## config.mk

```make
export PLATFORM = sky130hd
export DESIGN_NAME = core_hotplug_load_governor_flat
export DESIGN_NICKNAME = d
export VERILOG_FILES = /design/src/design/hlg_pkg.sv /design/src/design/hlg_if.sv /design/src/design/core_hotplug_load_governor.sv /design/src/design/hlg_csr.sv /design/src/design/hlg_decide.sv /design/src/flat_wrapper.sv
export SDC_FILE = /design/constraint.sdc
export NUM_CORES = 1
export LEC_CHECK = 0
export BUFFER_PORTS_ARGS = -buffer_cell sky130_fd_sc_hd__buf_2
export CELL_PAD_IN_SITES_DETAIL_PLACEMENT = 1
export CELL_PAD_IN_SITES_GLOBAL_PLACEMENT = 2
export CORE_MARGIN = 4
export CORE_UTILIZATION = 34
export CTS_CLUSTER_SIZE = 24
export DETAILED_ROUTE_END_ITERATION = 8
export GPL_ROUTABILITY_DRIVEN = 0
export PLACE_DENSITY = 0.74
export SLEW_MARGIN = 15
export SYNTH_ARGS = -nofsm -noshare
export SYNTH_HDL_FRONTEND = slang
export SYNTH_SLANG_ARGS = --single-unit
```

## constraint.sdc

```tcl
create_clock -name clock -period 6.75 [get_ports clock]
set_input_delay 1.6875 -clock clock [delete_from_list [all_inputs] [get_ports clock]]
set_output_delay 1.6875 -clock clock [all_outputs]
set_load 0.01 [all_outputs]
```

## src/design/hlg_pkg.sv

```systemverilog
// Shared types, register codes and reset constants of the core hotplug load governor.
// No dependencies; every other file of the block imports this package.
package hlg_pkg;

   // Default core count and fixed field widths
   localparam int NUM_CORES_DEF = 4;
   localparam int MASK_W        = 4;
   localparam int CNT_W         = 3;
   localparam int TIME_W        = 32;
   localparam int LOAD_W        = 16;
   localparam int RATE_W        = 32;
   localparam int OP_W          = 2;
   localparam int CSR_IDX_W     = 3;
   localparam int CSR_DATA_W    = 16;

   // Operation codes
   localparam logic [OP_W-1:0] OP_TICK    = 2'd0;
   localparam logic [OP_W-1:0] OP_SUSPEND = 2'd1;
   localparam logic [OP_W-1:0] OP_RESUME  = 2'd2;

   // Register indexes
   localparam logic [CSR_IDX_W-1:0] CSR_MAX_CORES   = 3'd0;
   localparam logic [CSR_IDX_W-1:0] CSR_MIN_CORES   = 3'd1;
   localparam logic [CSR_IDX_W-1:0] CSR_LOAD_UP     = 3'd2;
   localparam logic [CSR_IDX_W-1:0] CSR_LOAD_DOWN   = 3'd3;
   localparam logic [CSR_IDX_W-1:0] CSR_HOLD_UP     = 3'd4;
   localparam logic [CSR_IDX_W-1:0] CSR_HOLD_DOWN   = 3'd5;
   localparam logic [CSR_IDX_W-1:0] CSR_PAUSE       = 3'd6;
   localparam logic [CSR_IDX_W-1:0] CSR_SINGLE_CORE = 3'd7;

   // Register reset values
   localparam logic [CNT_W-1:0]      MAX_CORES_RST   = 3'd4;
   localparam logic [CNT_W-1:0]      MIN_CORES_RST   = 3'd1;
   localparam logic [LOAD_W-1:0]     LOAD_UP_RST     = 16'd35;
   localparam logic [LOAD_W-1:0]     LOAD_DOWN_RST   = 16'd5;
   localparam logic [CSR_DATA_W-1:0] HOLD_UP_RST     = 16'd90;
   localparam logic [CSR_DATA_W-1:0] HOLD_DOWN_RST   = 16'd450;
   localparam logic [CSR_DATA_W-1:0] PAUSE_RST       = 16'd10000;

   typedef struct packed {
      logic [CNT_W-1:0]      max_cores;
      logic [CNT_W-1:0]      min_cores;
      logic [LOAD_W-1:0]     load_up;
      logic [LOAD_W-1:0]     load_down;
      logic [CSR_DATA_W-1:0] hold_up_ms;
      logic [CSR_DATA_W-1:0] hold_down_ms;
      logic [CSR_DATA_W-1:0] pause_ms;
      logic                  single_core_when_off;
   } cfg_type;

   typedef struct packed {
      logic [OP_W-1:0]   operation;
      logic [TIME_W-1:0] now_ms;
      logic [LOAD_W-1:0] load_avg;
      logic [MASK_W-1:0] online_mask;
      logic [RATE_W-1:0] rate_core1;
      logic [RATE_W-1:0] rate_core2;
      logic [RATE_W-1:0] rate_core3;
   } req_type;

   typedef struct packed {
      logic [MASK_W-1:0] start_mask;
      logic [MASK_W-1:0] stop_mask;
      logic              paused;
   } rsp_type;

   typedef struct packed {
      logic [MASK_W-1:0] believed_online;
      logic              pause_flag;
      logic [TIME_W-1:0] pause_deadline;
      logic [TIME_W-1:0] elapsed_ms;
      logic [TIME_W-1:0] previous_ms;
      logic              suspended;
   } state_type;

endpackage

```

## src/design/hlg_if.sv

```systemverilog
// Handshake channels of the core hotplug load governor: request, response, register write.
// Depends on hlg_pkg for field widths.
interface hlg_req_if import hlg_pkg::*; ();
   logic              valid;
   logic              ready;
   logic [OP_W-1:0]   operation;
   logic [TIME_W-1:0] now_ms;
   logic [LOAD_W-1:0] load_avg;
   logic [MASK_W-1:0] online_mask;
   logic [RATE_W-1:0] rate_core1;
   logic [RATE_W-1:0] rate_core2;
   logic [RATE_W-1:0] rate_core3;

   modport source (output valid, operation, now_ms, load_avg, online_mask,
                   rate_core1, rate_core2, rate_core3, input ready);
   modport sink   (input valid, operation, now_ms, load_avg, online_mask,
                   rate_core1, rate_core2, rate_core3, output ready);
endinterface

interface hlg_rsp_if import hlg_pkg::*; ();
   logic              valid;
   logic              ready;
   logic [MASK_W-1:0] start_mask;
   logic [MASK_W-1:0] stop_mask;
   logic              paused;

   modport source (output valid, start_mask, stop_mask, paused, input ready);
   modport sink   (input valid, start_mask, stop_mask, paused, output ready);
endinterface

interface hlg_csr_if import hlg_pkg::*; ();
   logic                  valid;
   logic                  ready;
   logic [CSR_IDX_W-1:0]  index;
   logic [CSR_DATA_W-1:0] data;

   modport source (output valid, index, data, input ready);
   modport sink   (input valid, index, data, output ready);
endinterface

```

## src/design/core_hotplug_load_governor.sv

```systemverilog
// Top level of the core hotplug load governor: input register, governor state,
// result register. Depends on hlg_pkg, hlg_if, hlg_csr and hlg_decide.

// Each request transaction (evaluation tick, suspend or resume) yields exactly one
// response transaction carrying the cores to start, the cores to stop and the pause
// flag. A request is captured in an input register, decided by a single pass of
// comparisons against the governor state and landed in a result register; one request
// is taken every cycle while the response port keeps up, and its result is offered
// on the response port from the result register. Throughput is set only by
// the response handshake: a stalled result holds the decision stage, and the input
// register keeps one more transaction. Register writes are taken at any time with
// ready held high and must only be issued while no transaction is in flight.
module core_hotplug_load_governor import hlg_pkg::*; #(
   parameter int NUM_CORES = NUM_CORES_DEF
) (
   input  logic      clock,
   input  logic      reset,
   hlg_req_if.sink   req,
   hlg_rsp_if.source rsp,
   hlg_csr_if.sink   csr
);

   cfg_type   cfg;
   req_type   item_ff;
   logic      item_valid_ff;
   state_type state_ff;
   state_type state_in;
   rsp_type   result_in;
   rsp_type   result_ff;
   logic      result_valid_ff;
   logic      advance;
   logic      req_fire;

   // Configuration registers
   assign csr.ready = 1'b1;

   hlg_csr u_csr (
      .clock    (clock),
      .reset    (reset),
      .wr_en    (csr.valid),
      .wr_index (csr.index),
      .wr_data  (csr.data),
      .cfg      (cfg)
   );

   // Advance the held transaction when the result register frees up
   assign advance   = item_valid_ff && (!result_valid_ff || rsp.ready);
   assign req.ready = !item_valid_ff || advance;
   assign req_fire  = req.valid && req.ready;

   // Input register
   always_ff @(posedge clock) begin
      if (reset) begin
         item_valid_ff <= 1'b0;
      end else if (req.ready) begin
         item_valid_ff <= req.valid;
      end
   end

   always_ff @(posedge clock) begin
      if (req_fire) begin
         item_ff.operation   <= req.operation;
         item_ff.now_ms      <= req.now_ms;
         item_ff.load_avg    <= req.load_avg;
         item_ff.online_mask <= req.online_mask;
         item_ff.rate_core1  <= req.rate_core1;
         item_ff.rate_core2  <= req.rate_core2;
         item_ff.rate_core3  <= req.rate_core3;
      end
   end

   // Decision
   hlg_decide #(.NUM_CORES(NUM_CORES)) u_decide (
      .item   (item_ff),
      .cur    (state_ff),
      .cfg    (cfg),
      .nxt    (state_in),
      .result (result_in)
   );

   // Governor state
   always_ff @(posedge clock) begin
      if (reset) begin
         state_ff.believed_online <= '1;
         state_ff.pause_flag      <= 1'b1;
         state_ff.pause_deadline  <= '0;
         state_ff.elapsed_ms      <= '0;
         state_ff.previous_ms     <= '0;
         state_ff.suspended       <= 1'b0;
      end else if (advance) begin
         state_ff <= state_in;
      end
   end

   // Result register
   always_ff @(posedge clock) begin
      if (reset) begin
         result_valid_ff <= 1'b0;
      end else if (advance) begin
         result_valid_ff <= 1'b1;
      end else if (rsp.ready) begin
         result_valid_ff <= 1'b0;
      end
   end

   always_ff @(posedge clock) begin
      if (advance) begin
         result_ff <= result_in;
      end
   end

   assign rsp.valid      = result_valid_ff;
   assign rsp.start_mask = result_ff.start_mask;
   assign rsp.stop_mask  = result_ff.stop_mask;
   assign rsp.paused     = result_ff.paused;

endmodule

```

## src/design/hlg_csr.sv

```systemverilog
// Configuration register file of the core hotplug load governor.
// Depends on hlg_pkg for register indexes, reset values and cfg_type.
module hlg_csr import hlg_pkg::*; (
   input  logic                  clock,
   input  logic                  reset,
   input  logic                  wr_en,
   input  logic [CSR_IDX_W-1:0]  wr_index,
   input  logic [CSR_DATA_W-1:0] wr_data,
   output cfg_type               cfg
);

   cfg_type cfg_ff;
   cfg_type cfg_in;

   // Decode the written index into the matching field
   always_comb begin
      cfg_in = cfg_ff;
      if (wr_en) begin
         unique case (wr_index)
            CSR_MAX_CORES:   cfg_in.max_cores            = wr_data[CNT_W-1:0];
            CSR_MIN_CORES:   cfg_in.min_cores            = wr_data[CNT_W-1:0];
            CSR_LOAD_UP:     cfg_in.load_up              = wr_data[LOAD_W-1:0];
            CSR_LOAD_DOWN:   cfg_in.load_down            = wr_data[LOAD_W-1:0];
            CSR_HOLD_UP:     cfg_in.hold_up_ms           = wr_data;
            CSR_HOLD_DOWN:   cfg_in.hold_down_ms         = wr_data;
            CSR_PAUSE:       cfg_in.pause_ms             = wr_data;
            CSR_SINGLE_CORE: cfg_in.single_core_when_off = wr_data[0];
            default:         cfg_in = cfg_ff;
         endcase
      end
   end

   always_ff @(posedge clock) begin
      if (reset) begin
         cfg_ff.max_cores            <= MAX_CORES_RST;
         cfg_ff.min_cores            <= MIN_CORES_RST;
         cfg_ff.load_up              <= LOAD_UP_RST;
         cfg_ff.load_down            <= LOAD_DOWN_RST;
         cfg_ff.hold_up_ms           <= HOLD_UP_RST;
         cfg_ff.hold_down_ms         <= HOLD_DOWN_RST;
         cfg_ff.pause_ms             <= PAUSE_RST;
         cfg_ff.single_core_when_off <= 1'b1;
      end else begin
         cfg_ff <= cfg_in;
      end
   end

   assign cfg = cfg_ff;

endmodule

```

## src/design/hlg_decide.sv

```systemverilog
// Decision logic of the core hotplug load governor: next governor state and result
// for one registered transaction. Depends on hlg_pkg.
module hlg_decide import hlg_pkg::*; #(
   parameter int NUM_CORES = NUM_CORES_DEF
) (
   input  req_type   item,
   input  state_type cur,
   input  cfg_type   cfg,
   output state_type nxt,
   output rsp_type   result
);

   localparam int CORE_W = $clog2(MASK_W);

   logic [MASK_W-1:0]   core_mask;
   logic [MASK_W-1:0]   actual;
   logic [RATE_W-1:0]   rates [MASK_W];
   logic [CNT_W-1:0]    num_online;
   logic [TIME_W:0]     elapsed_sum;
   logic [TIME_W-1:0]   elapsed;
   logic [TIME_W:0]     deadline_sum;
   logic [TIME_W-1:0]   deadline;
   logic [MASK_W-1:0]   believed;
   logic                act;
   logic                want_up;
   logic                want_down;
   logic                up_found;
   logic [CORE_W-1:0]   up_core;
   logic                slow_found;
   logic [CORE_W-1:0]   slow_core;
   logic [RATE_W-1:0]   best_rate;
   logic [MASK_W-1:0]   start_mask;
   logic [MASK_W-1:0]   stop_mask;

   // Mask off cores that do not exist and count the online ones
   always_comb begin
      core_mask  = '0;
      num_online = '0;
      for (int i = 0; i < MASK_W; i++) begin
         core_mask[i] = (i < NUM_CORES);
      end
      actual = item.online_mask & core_mask;
      for (int i = 0; i < MASK_W; i++) begin
         num_online = num_online + CNT_W'(actual[i]);
      end
   end

   assign rates[0] = '0;
   assign rates[1] = item.rate_core1;
   assign rates[2] = item.rate_core2;
   assign rates[3] = item.rate_core3;

   // Saturating elapsed time and pause deadline
   assign elapsed_sum  = {1'b0, cur.elapsed_ms} + {1'b0, item.now_ms - cur.previous_ms};
   assign elapsed      = elapsed_sum[TIME_W] ? '1 : elapsed_sum[TIME_W-1:0];
   assign deadline_sum = {1'b0, item.now_ms} + (TIME_W+1)'(cfg.pause_ms);
   assign deadline     = deadline_sum[TIME_W] ? '1 : deadline_sum[TIME_W-1:0];

   // Find the lowest offline core and the slowest online core, both above core 0
   always_comb begin
      up_found   = 1'b0;
      up_core    = '0;
      slow_found = 1'b0;
      slow_core  = CORE_W'(1);
      best_rate  = '0;
      for (int i = 1; i < NUM_CORES; i++) begin
         if (!up_found && !actual[i]) begin
            up_found = 1'b1;
            up_core  = CORE_W'(i);
         end
         if (actual[i] && (!slow_found || rates[i] < best_rate)) begin
            slow_found = 1'b1;
            best_rate  = rates[i];
            slow_core  = CORE_W'(i);
         end
      end
   end

   assign want_up   = (num_online < cfg.max_cores) && (item.load_avg >= cfg.load_up);
   assign want_down = (num_online > cfg.min_cores) && (item.load_avg <= cfg.load_down);

   // Apply the transaction to the governor state
   always_comb begin
      nxt        = cur;
      start_mask = '0;
      stop_mask  = '0;
      believed   = cur.believed_online;
      act        = 1'b1;
      unique case (item.operation)
         OP_TICK: begin
            if (!cur.suspended) begin
               nxt.elapsed_ms  = elapsed;
               nxt.previous_ms = item.now_ms;
               // Hold during the pause, resync the belief once it runs out
               if (cur.pause_flag) begin
                  if (item.now_ms < cur.pause_deadline) begin
                     act = 1'b0;
                  end else begin
                     believed           = actual;
                     nxt.pause_flag     = 1'b0;
                     nxt.pause_deadline = '0;
                  end
               end
               nxt.believed_online = believed;
               if (act) begin
                  priority if (want_up) begin
                     if (elapsed >= TIME_W'(cfg.hold_up_ms) && up_found
                         && !believed[up_core]) begin
                        start_mask[up_core]          = 1'b1;
                        nxt.believed_online[up_core] = 1'b1;
                        nxt.elapsed_ms               = '0;
                     end
                  end else if (want_down) begin
                     if (elapsed >= TIME_W'(cfg.hold_down_ms) && believed[slow_core]) begin
                        if (actual[slow_core]) begin
                           stop_mask[slow_core]           = 1'b1;
                           nxt.believed_online[slow_core] = 1'b0;
                           nxt.elapsed_ms                 = '0;
                        end else begin
                           nxt.pause_deadline = deadline;
                           nxt.pause_flag     = 1'b1;
                        end
                     end
                  end else begin
                     nxt.elapsed_ms = elapsed;
                  end
               end
            end
         end
         OP_SUSPEND: begin
            if (cfg.single_core_when_off) begin
               stop_mask           = actual & ~MASK_W'(1);
               nxt.believed_online = cur.believed_online & ~stop_mask;
            end
            nxt.suspended = 1'b1;
         end
         OP_RESUME: begin
            if (cfg.single_core_when_off) begin
               start_mask          = ~actual & core_mask & ~MASK_W'(1);
               nxt.believed_online = cur.believed_online | start_mask;
            end
            nxt.pause_flag = 1'b1;
            nxt.suspended  = 1'b0;
         end
         default: nxt = cur;
      endcase
   end

   assign result.start_mask = start_mask;
   assign result.stop_mask  = stop_mask;
   assign result.paused     = nxt.pause_flag;

endmodule

```

## src/flat_wrapper.sv

```systemverilog
// flat-port wrapper written by rule: the top's interface ports become plain ports
module core_hotplug_load_governor_flat import hlg_pkg::*;
#(
   parameter int NUM_CORES = NUM_CORES_DEF
)
  (clock, reset, req_valid, req_operation, req_now_ms, req_load_avg, req_online_mask, req_rate_core1, req_rate_core2, req_rate_core3, req_ready, rsp_valid, rsp_start_mask, rsp_stop_mask, rsp_paused, rsp_ready, csr_valid, csr_index, csr_data, csr_ready);
  hlg_req_if req_i ();
  hlg_rsp_if rsp_i ();
  hlg_csr_if csr_i ();
  input  logic clock;
  input  logic reset;
  input wire logic [$bits(req_i.valid)-1:0] req_valid;
  input wire logic [$bits(req_i.operation)-1:0] req_operation;
  input wire logic [$bits(req_i.now_ms)-1:0] req_now_ms;
  input wire logic [$bits(req_i.load_avg)-1:0] req_load_avg;
  input wire logic [$bits(req_i.online_mask)-1:0] req_online_mask;
  input wire logic [$bits(req_i.rate_core1)-1:0] req_rate_core1;
  input wire logic [$bits(req_i.rate_core2)-1:0] req_rate_core2;
  input wire logic [$bits(req_i.rate_core3)-1:0] req_rate_core3;
  output wire logic [$bits(req_i.ready)-1:0] req_ready;
  output wire logic [$bits(rsp_i.valid)-1:0] rsp_valid;
  output wire logic [$bits(rsp_i.start_mask)-1:0] rsp_start_mask;
  output wire logic [$bits(rsp_i.stop_mask)-1:0] rsp_stop_mask;
  output wire logic [$bits(rsp_i.paused)-1:0] rsp_paused;
  input wire logic [$bits(rsp_i.ready)-1:0] rsp_ready;
  input wire logic [$bits(csr_i.valid)-1:0] csr_valid;
  input wire logic [$bits(csr_i.index)-1:0] csr_index;
  input wire logic [$bits(csr_i.data)-1:0] csr_data;
  output wire logic [$bits(csr_i.ready)-1:0] csr_ready;
  assign req_i.valid = req_valid;
  assign req_i.operation = req_operation;
  assign req_i.now_ms = req_now_ms;
  assign req_i.load_avg = req_load_avg;
  assign req_i.online_mask = req_online_mask;
  assign req_i.rate_core1 = req_rate_core1;
  assign req_i.rate_core2 = req_rate_core2;
  assign req_i.rate_core3 = req_rate_core3;
  assign req_ready = req_i.ready;
  assign rsp_valid = rsp_i.valid;
  assign rsp_start_mask = rsp_i.start_mask;
  assign rsp_stop_mask = rsp_i.stop_mask;
  assign rsp_paused = rsp_i.paused;
  assign rsp_i.ready = rsp_ready;
  assign csr_i.valid = csr_valid;
  assign csr_i.index = csr_index;
  assign csr_i.data = csr_data;
  assign csr_ready = csr_i.ready;
  core_hotplug_load_governor #(.NUM_CORES(NUM_CORES)) u_core (.clock(clock), .reset(reset), .req(req_i), .rsp(rsp_i), .csr(csr_i));
endmodule
```

; After elaboration in Yosys (flattened, before gate mapping)
; Index checks and enable logic that the tools add are counted.
; W data, S select, Z words.
[op_classes]
add_sub_neg = 6
n_mux = 72
n_eq_ne = 12
n_reduce_logical = 41
magnitude_cmp = 13
bitwise = 8
[op_table]
columns = operator, n
row1 = $mux W69, 4
row2 = $mux W32, 8
row3 = $mux W33, 6
row4 = $mux W101, 1
row5 = $lt A32 B32 Y1, 3
row6 = $mux W4, 21
row7 = $ge A32 B16 Y1, 2
row8 = $mux W37, 1
row9 = $add A32 B16 Y33, 1
row10 = $add A32 B32 Y33, 1
row11 = $sub A32 B32 Y32, 1
row12 = $reduce_and A2 Y1, 9
row13 = $mux W1, 17
row14 = $ge A16 B16 Y1, 1
row15 = $le A16 B16 Y1, 1
row16 = $pmux W4 S2, 2
row17 = $logic_and A1 B1 Y1, 13
row18 = $eq A3 B3 Y1 const B, 4
row19 = $not A4 Y4, 3
row20 = $pmux W4 S3, 1
row21 = $and A4 B4 Y4, 2
row22 = $logic_not A1 Y1, 8
row23 = $mux W2, 4
row24 = $or A4 B4 Y4, 2
row25 = other kinds (24), 36
[word_totals]
ff_bits = 350
wordCells = 178
inputBits = 174
output_inout_bits = 12

; Longest topological paths before layout
[logic_depth]
depth_word = 24
depth_mapped = 40
mapped_depth_nobuf = 36

; Hierarchy
; A second synthesis with hierarchy kept.
[unflattened]
cells_unflattened = 2537
hier_area_um2 = 23692.7
[modules_own_cells]
columns = module, seq_area_each_um2, n_inst, area_per_inst_um2, cells_per_inst
row1 = hlg_decide, 0.0, 1, 10690.3, 1596
row2 = core_hotplug_load_governor, 6856.6, 1, 9435.3, 614
row3 = hlg_csr, 1741.7, 1, 3567.2, 327

; Least setup slack after synthesis
; Ideal clock, no wire load.
[synth_timing]
kind = reg-to-reg
startpoint = register u_core.item_ff[116] (netlist name)
endpoint = register u_core.state_ff[87] (netlist name)
period_less_slack_ns = 7.069
t_required_ns = 6.627
slack_ns = -0.319
path_stages_with_launch = 41
setup_ns = 0.123
n_path_buf = 5
arrival_ns = 6.945
cell_sequence = edfxtp_1 -> inv_1 -> ha_1 -> inv_1 -> fa_1 -> a211o_1 -> o211ai_1 -> a21oi_1 -> o21ai_0 -> a311oi_1 -> nor2_1 -> nor2_1 -> o21a_1 -> nor3_1 -> nor2_1 -> ha_1 -> a21o_1 -> a21o_1 -> [5 not listed] -> clkbuf_1 -> clkbuf_1 -> nand2_1 -> ha_1 -> a21o_1 -> a21oi_1 -> nor2b_1 -> o21ai_0 -> nand2b_1 -> a221oi_1 -> o21ai_0 -> or3_4 -> and4_1 -> buf_6 -> nand3_4 -> buf_12 -> buf_12 -> o22ai_2
[synth_via]
elab_chain_cells = 14
word_cells_on_any_way = 29
classes_between = add/sub (3) / order compare (2) / mux (23) / reduce/logical (1)
[synth_rtl]
columns = element, line_no
row1 = from (decl), core_hotplug_load_governor.sv:24  ; req_type item_ff;
row2 = branches (longest 13 deep; another with $add A32 B32 Y33), -
row3 = $mux W69 (*), hlg_decide.sv:105  ; if (act) begin
row4 = to (signal assigned), core_hotplug_load_governor.sv:91  ; state_ff <= state_in;
row5 = to (decl), core_hotplug_load_governor.sv:26  ; state_type state_ff;
; Every way passes the cells marked *. The select of a mux whose other input is x is not followed.
; A chain may end at the register's enable or synchronous reset.

; Worst setup path in the final report
[layout_timing]
startpoint = register u_core.state_ff[2] (netlist name)
endpoint = register u_core.state_ff[36] (netlist name)
[layout_via]
elab_chain_cells = 11
word_cells_on_any_way = 16
classes_between = add/sub (2) / order compare (2) / mux (9) / reduce/logical (3)
[layout_rtl]
columns = element, line_no
row1 = $sub A32 B32 Y32 (*), hlg_decide.sv:54  ; assign elapsed_sum = {1'b0, cur.elapsed_ms} + {1'b0, item.now_ms - cur.previous_ms};
row2 = $add A32 B32 Y33 (*), hlg_decide.sv:54
row3 = $mux W32 (*), hlg_decide.sv:55  ; assign elapsed = elapsed_sum[TIME_W] ? '1 : elapsed_sum[TIME_W-1:0];
row4 = $ge A32 B16 Y1, hlg_decide.sv:114  ; if (elapsed >= TIME_W'(cfg.hold_down_ms) && believed[slow_core]) begin
row5 = $logic_and A1 B1 Y1, hlg_decide.sv:114
row6 = $mux W69, hlg_decide.sv:114
row7 = $mux W69, -
row8 = $mux W69, hlg_decide.sv:89  ; unique case (item.operation)
row9 = $mux W32, hlg_decide.sv:113  ; end else if (want_down) begin
row10 = $mux W32, hlg_decide.sv:106  ; priority if (want_up) begin
row11 = $mux W69 (*), hlg_decide.sv:105
; Mark *: on every way between the ends. The rest lies on a longest branch, timed or not. The select of a mux whose other input is x is not followed.

==> impl_metrics.ini <==
[run_status]
violations = setup timing
status = finished with violations

[grt]
grt_pass1_wl_mm = 109.6
antenna_found_initial = 5
grt_pass1_vias = 19750
gr-total-overflow = 0
grt_max_degree = 120
grt_use_total = 0.2081

[detailed_routing]
vias_per_cell = 5.280
vias = 18480
ant_nets = 0
wl_mm = 71.08
first_pass_iters = 5
first_iter_violations = 821
wl_per_cell_um = 20.31
drc = 0

[critical_path]
cp_max_fo = 8
arrival_ns = 7.30
cp-start-kind = register
cpPeakStageDelay_ns = 0.36
critical_path_required_ns = 7.26
path_class = reg2reg
cp_common_cell = a21o_1
endpoint_kind = register
crit_slowest_cell = a221o_1

[timing]
fmax_mhz = 147.2
min_period_over_period = 1.006
layout_min_cycle_time_ns = 6.792
skew_ns = 0.03500
grt_setup_unrepaired = yes
maxSlewHeadroom = 0.3126
setup_viol = 19
hold_viol = 0
tightest_slew_ns = 1.018
drv_slew = 0
fin_ws_ns = -0.04244
setup-tns-final_ns = -0.2733

[synth]
yosysMostFrequentCell = nand2_1
synth.distinct_cells = 81
synthCells = 2322
synthMuxAreaShare = 0.005250
async_flop_share = 0
synthesis.area_sq_mm = 0.02097
synth_top_family_by_area = compound AO/OA/AOI/OAI gates
synth_top_area_share = 0.2277
yosys_warnings = 0
synth-compound-area-share = 0.1990
synth_edf_count = 159
yosysSeqAreaShare = 0.4090
yosys.area_share.adder = 0.1512
yosys.area_share.simple = 0.1546
syn_avg_cell_area_sq_um = 9.032
ys_seq_elements = 349
synth_area_leaders = edfxtp_1, dfxtp_1, ha_1, nand2_1, a21oi_1
synth_xor_xnor_area_share = 0.03258
synthTopCellsByCount = nand2_1, a21oi_1, ha_1
ys.flop_type = dfxtp_1
synth_top_area_cell = edfxtp_1

[clock_tree]
clkTransAtPathRegs_ns = 0.06
clock_latency_ns = 0.59
clk_path_buf_depth = 3
cts-root-buf = clkbuf_16
cts_sinks = 349
cts_tree = built
numCtsBuffers = 44
cts_hold_buf = 0
cts_max_level = 2

[power]
p_total_mw = 6.220
ir_drop_mv = 0.1974
power.density_mw_per_mm2 = 233.3
leakagePower_nw = 10.86

[final_layout]
syn2layout_area_growth_pct = 27.13
final_core_util = 0.4393
multi_input_area_sq_mm = 0.01223
drive_gt1_frac = 0.2291
fin_area_sq_mm = 0.02666
n_fill_cell = 6952
nets = 3105
register_area_sq_mm = 0.008578

[die]
num_io_pins = 186
die_y_um = 256.4
die_w_um = 256.4
start_util = 0.3455
coreArea_sq_mm = 0.06070
rows = 90
die-area_sq_mm = 0.06572

[placed_design]
placed_cell_area_sq_mm = 0.02399
preCtsSetupSlack_ns = -0.6681
hpwl_mm = 53.73
portBuffers = 184

[hold_path]
hp-class = reg2reg

[flow_run]
drv_cap = 0
[registers in the layout, summed over array words and instances (netlist names)]
name and flops:
u_core.item_ff 150, u_core.state_ff 101, u_core.u_csr.cfg 87, u_core.rsp.start_mask 4, u_core.rsp.stop_mask 4, u_core.item_valid_ff 1
u_core.rsp.paused 1, u_core.rsp.valid 1
[cells in the final DEF, fill, tap and decap left out, types with 15 or more instances in the layout]
master,netlist,routed
a211o_1,15,15
a211oi_1,16,15
a21o_1,57,57
a21oi_1,249,232
a21oi_2,1,15
a22oi_1,33,31
buf_2,1,183
buf_4,2,183
buf_6,1,15
clkbuf_16,0,48
dfxtp_1,190,190
edfxtp_1,159,159
ha_1,247,234
inv_1,173,170
nand2_1,377,368
nand2b_1,28,25
nand3_1,34,32
nand4_1,24,24
nor2_1,135,128
nor2b_1,19,19
nor3_1,29,26
o211ai_1,21,21
o21a_1,27,26
o21ai_0,99,64
o21ai_1,4,15
o21ai_2,0,22
o22ai_2,10,20
xnor2_1,52,49
xor2_1,26,26
[worst max-delay path: cells and delay by family, from the launching register on]
family                     cells  cell delay [ns]
AOI/OAI and AO/OA             23             3.99
buffers and inverters          6             0.91
adders and majority gates      3             0.71
and+or+nand+nor                4             0.65
DFF                            1             0.35
xor gates and xnor gates       1             0.10
[power by group]
part / internal (mW) / switching, mW
Combinational: 0.633 / 0.814
Sequential: 2.30 / 0.0591
Clock: 1.41 / 1.00
Total: 4.34 / 1.88
[cell families after synthesis]
kind of cell / count (synthesis)
buffers and inverters: 255
AOI/OAI and AO/OA: 653
muxes: 11
DFF: 349
other: 2
xor gates and xnor gates: 78
and+or+nand+nor: 723
adders and majority gates: 251
[final cells by class]
cell class,instances,area share
flip-flops and latches,349,0.3218
diodes,3,0.0002816
clock inverters,25,0.009902
inverters,173,0.02445
well taps,782,0.03670
clock buffers,56,0.04566
multi-input cells,1719,0.4589
repair buffers,393,0.1024
[final timing paths]
| path | startpoint | endpoint | slack [ns] | depth (start not counted) |
|---|---|---|---|---|
| setup / recovery | u_core.state_ff[2]$_SDFFE_PP0P_ | u_core.state_ff[36]$_SDFFE_PP0P_ | -0.04 | 37 |
| hold / removal | u_core.u_csr.cfg[19]$_SDFFE_PP0P_ | u_core.u_csr.cfg[19]$_SDFFE_PP0P_ | 0.46 | 2 |
| setup reg to reg | u_core.state_ff[2]$_SDFFE_PP0P_ | u_core.state_ff[36]$_SDFFE_PP0P_ | -0.04 | 37 |
| hold reg to reg | u_core.u_csr.cfg[19]$_SDFFE_PP0P_ | u_core.u_csr.cfg[19]$_SDFFE_PP0P_ | 0.46 | 2 |
[metrics by stage]
stage	hold WS, ns	instances
after global placement	0.4421	3383
after detailed placement	0.4505	3383
final	0.4563	3500
after CTS	0.4577	3484
after floorplan	0.4334	2323
after global routing	0.4716	3498
[layer usage]
layer	track usage	wire length [um]	vias to the layer above
met1	0.2713	32310	9044
met2	0.3626	34650	307
li1	-	-	9037
met3	0.02862	2566	89
met4	0.05668	1540	2
met5	0	13	-
[repair_timing]
action,4_1_cts,5_1_grt
endpoints found under the setup margin,75,75
resized for setup,87,111
cloned,4,3
setup buffers,16,11
hold endpoints to repair,0,0
pin swaps,34,62
(Power assumes the default switching activity.)
